$ cat config.mk
export PLATFORM = sky130hd
export DESIGN_NAME = ratree_ram
export DESIGN_NICKNAME = d
export VERILOG_FILES = /design/src/hw/rtl/ratree_ram.sv
export SDC_FILE = /design/constraint.sdc
export NUM_CORES = 1
export LEC_CHECK = 0
export BUFFER_PORTS_ARGS = -buffer_cell sky130_fd_sc_hd__buf_2
export CAP_MARGIN = 20
export CORE_ASPECT_RATIO = 1.1
export CORE_UTILIZATION = 30
export CTS_BUF_LIST = sky130_fd_sc_hd__clkbuf_8
export DETAILED_ROUTE_END_ITERATION = 16
export GPL_TIMING_DRIVEN = 0
export SLEW_MARGIN = 20
export SYNTH_ARGS = -nofsm -noshare
export SYNTH_HDL_FRONTEND = slang
export SYNTH_SLANG_ARGS = --single-unit
$ cat constraint.sdc
create_clock -name i_clk -period 2.3 [get_ports i_clk]
set_clock_uncertainty 0.2 [all_clocks]
set_input_delay 0.115 -clock i_clk [delete_from_list [all_inputs] [get_ports i_clk]]
set_output_delay 0.115 -clock i_clk [all_outputs]
set_load 0.005 [all_outputs]
$ cat src/hw/rtl/ratree_ram.sv
// Generic single-write, single-read synchronous RAM with registered read.
module ratree_ram #(
    parameter int WIDTH = 8,
    parameter int DEPTH = 16
) (
    input  logic                     i_clk,
    input  logic                     i_we,
    input  logic [$clog2(DEPTH)-1:0] i_waddr,
    input  logic [WIDTH-1:0]         i_wdata,
    input  logic [$clog2(DEPTH)-1:0] i_raddr,
    output logic [WIDTH-1:0]         o_rdata
);

    logic [WIDTH-1:0] r_mem [DEPTH];
    logic [WIDTH-1:0] r_rdata;

    // Write port and registered read port.
    always_ff @(posedge i_clk) begin
        if (i_we) begin
            r_mem[i_waddr] <= i_wdata;
        end
        r_rdata <= r_mem[i_raddr];
    end

    assign o_rdata = r_rdata;

endmodule

==> flow_summary.ini <==
[floorplan]
io_pins = 26
start_util_pct = 31.10
die_h_um = 139.4
rows = 49
die_w_um = 126.9
design.core.area_um2 = 16550
dieArea_um2 = 17690

[power_and_ir_drop]
powerDensity_nw_per_um2 = 844.3
leakage_nw = 2.005
vdd_drop_max_mv = 0.5237

[logic_synthesis]
yosysSeqAreaShare_pct = 77.78
synth_cell_types = 19
ys_ff_latch = 136
yosysTopAreaCellShare_pct = 74.67
syn_area_um2 = 5147
ys_warn_count = 0
synth_area_per_cell_um2 = 22.48
synthCells = 229
yosys.area.top_type = edfxtp_1
syn_nets = 247
synthTopCellsByArea = edfxtp_1 (75%), mux4_2 (7.9%), mux4_1 (7.1%)

[status]
status = finished, final reports clean

[clock_tree]
htreeDepth = 4
numCtsBuffers = 17
cts_tree = built
postCtsSetupRepairBufs = 0
clkTransAtPathRegs_ns = 0.07
clock-root-buffer = clkbuf_8
cts_sinks = 136
clock_path_buffers = 2
clock_latency_ns = 0.44
cts_resized = 0

[placed_design]
port_buffers = 24
place.gp.congestion = 0.7892
placed_area_um2 = 5543
hpwlAfterDp_um = 6525
post-place-cells = 457

[cells_and_area]
fin_nets = 301
regArea_um2 = 4004
drive_above_1_share_pct = 28.72
final_common_cell = edfxtp_1
fillers = 1524
stdcell_count = 500
multi_input_area_um2 = 1077
final_area_um2 = 6073
area_growth_pct = 17.99
utilization_pct = 36.69
diodes = 0
final_cell_mix = edfxtp_1 (128), buf_2 (27), mux4_2 (18)

[sta]
min_period_over_period_pct = 86.70
tightest_slew_ns = 0.8424
slew_headroom_pct = 43.53
drv_slew = 0
timing.fmax_mhz = 501.5
finalSetupTns_ns = 0
setup_viol = 0
rsz0062_at_grt = false
post-route-min-period_ns = 1.994
final-hold-violation-count = 0

[setup_path]
crit_fanout = 8
cp_cell_sequence = dlygate4sd3_1 > buf_2 > nor3_2 > dlygate4sd3_1
cp.required_ns = 2.18
startpoint_type = primary input
slowest_stage = dlygate4sd3_1
path_class = in -> reg
ff2ff_path_depth = 3
slowest_delay_ns = 0.85
arrival_ns = 1.87
crit_family = buffers and inverters
r2r_start = r_mem[1][0]$_DFFE_PP_
cpMostUsedCell = dlygate4sd3_1
reg2reg_to = o_rdata[0]$_DFF_P_
worstSetupEndpointType = flop
reg2reg_slack_ns = 0.51
critPathBufInv = 3

[routing]
drc = 0
first_iter_violations = 154
ant_nets = 0
wl_um = 10400
drt-vias-per-instance = 4.864
vias = 2432
first_pass_iters = 5
routedWlPerCell_um = 20.79

[flow_run]
maxCapViolations = 0

[global_route]
grt_pass1_wl_um = 15680
grt_overflow = 0
grt_use_total_pct = 12.95
grt_pass1_vias = 2539
grt_max_degree = 17
antenna_found_initial = 0

[hold_path]
holdPathEnd = o_rdata[4]$_DFF_P_
min_from = i_raddr[3]
hold_class = in -> reg
hold_depth = 4
-- per-layer routing --
layer	vias to the layer above	wire, um	global-route usage (%)
met5	-	0	0
li1	1081	-	-
met2	77	5179	20.62
met1	1264	4457	16.11
met4	0	68	4.323
met3	10	689	5.075
-- synthesized netlist by cell type, drive strengths merged --
cell type        n
edfxtp         128
nor2b            1
dfxtp            8
buf              7
nor2            13
nand2b           2
nand3b           2
nand2            9
nand3            1
mux4            32
a22oi           16
and2             1
clkdlybuf4s25    3
nor3             4
and2b            1
or3b             1
-- flip-flops by register name (all words and copies together), names as in the netlist --
signal   count
r_mem      128
o_rdata      8
-- power breakdown --
group          switching, mW  internal [mW]
logic                  0.161          0.121
registers             0.0121           2.77
clock network          0.900           1.17
-- worst reg2reg max path, delay by kind of cell (launching register included) --
family	cells	cell delay [ns]
AOI/OAI and AO/OA	1	0.41
DFF	1	0.37
muxes	1	0.57
and+or+nand+nor	1	0.12
-- final cells by class --
| type | count | share of cell area, % |
|---|---|---|
| buffer | 10 | 1.422 |
| tap | 204 | 4.203 |
| clock buffer | 17 | 3.852 |
| timing repair buffer | 35 | 3.791 |
| multi-input combinational | 83 | 17.74 |
| clock inverter | 15 | 3.070 |
| sequential | 136 | 65.93 |
-- worst max-delay path by stage --
stage,start,to,cells past startpoint
final,i_waddr[1],r_mem[4][6]$_DFFE_PP_,4
after global routing,i_waddr[1],r_mem[4][0]$_DFFE_PP_,4
after CTS,i_waddr[1],r_mem[4][0]$_DFFE_PP_,4
after detailed placement,i_waddr[2],r_mem[2][1]$_DFFE_PP_,3
after global placement,i_waddr[2],r_mem[0][4]$_DFFE_PP_,3
after floorplan,i_waddr[2],r_mem[0][0]$_DFFE_PP_,2
-- metrics by stage --
stage	power (mW)	worst slack, ns	hold slack, ns
4_1_cts	5.175	0.3642	0.04535
3_3_place_gp	3.097	-0.09956	0.2986
2_1_floorplan	2.976	0.4921	0.01387
3_5_place_dp	3.109	0.2770	0.2929
5_1_grt	5.314	0.2362	0.07733
6_report	5.128	0.3058	0.06963
-- cells by family after synthesis --
kind of cell | count (synthesis) | synth area share [%]
AOI/OAI and AO/OA | 16 | 2.334
buffers and inverters | 10 | 1.677
DFF | 136 | 77.78
muxes | 32 | 15.02
and+or+nand+nor | 35 | 3.184
-- repair_timing --
| action | CTS | global route |
|---|---|---|
| hold buffers | 11 | 0 |
| hold endpoints to repair | 154 | 0 |
| endpoints found under the setup margin | 0 | 0 |
Power figures use the tool's default switching activity.
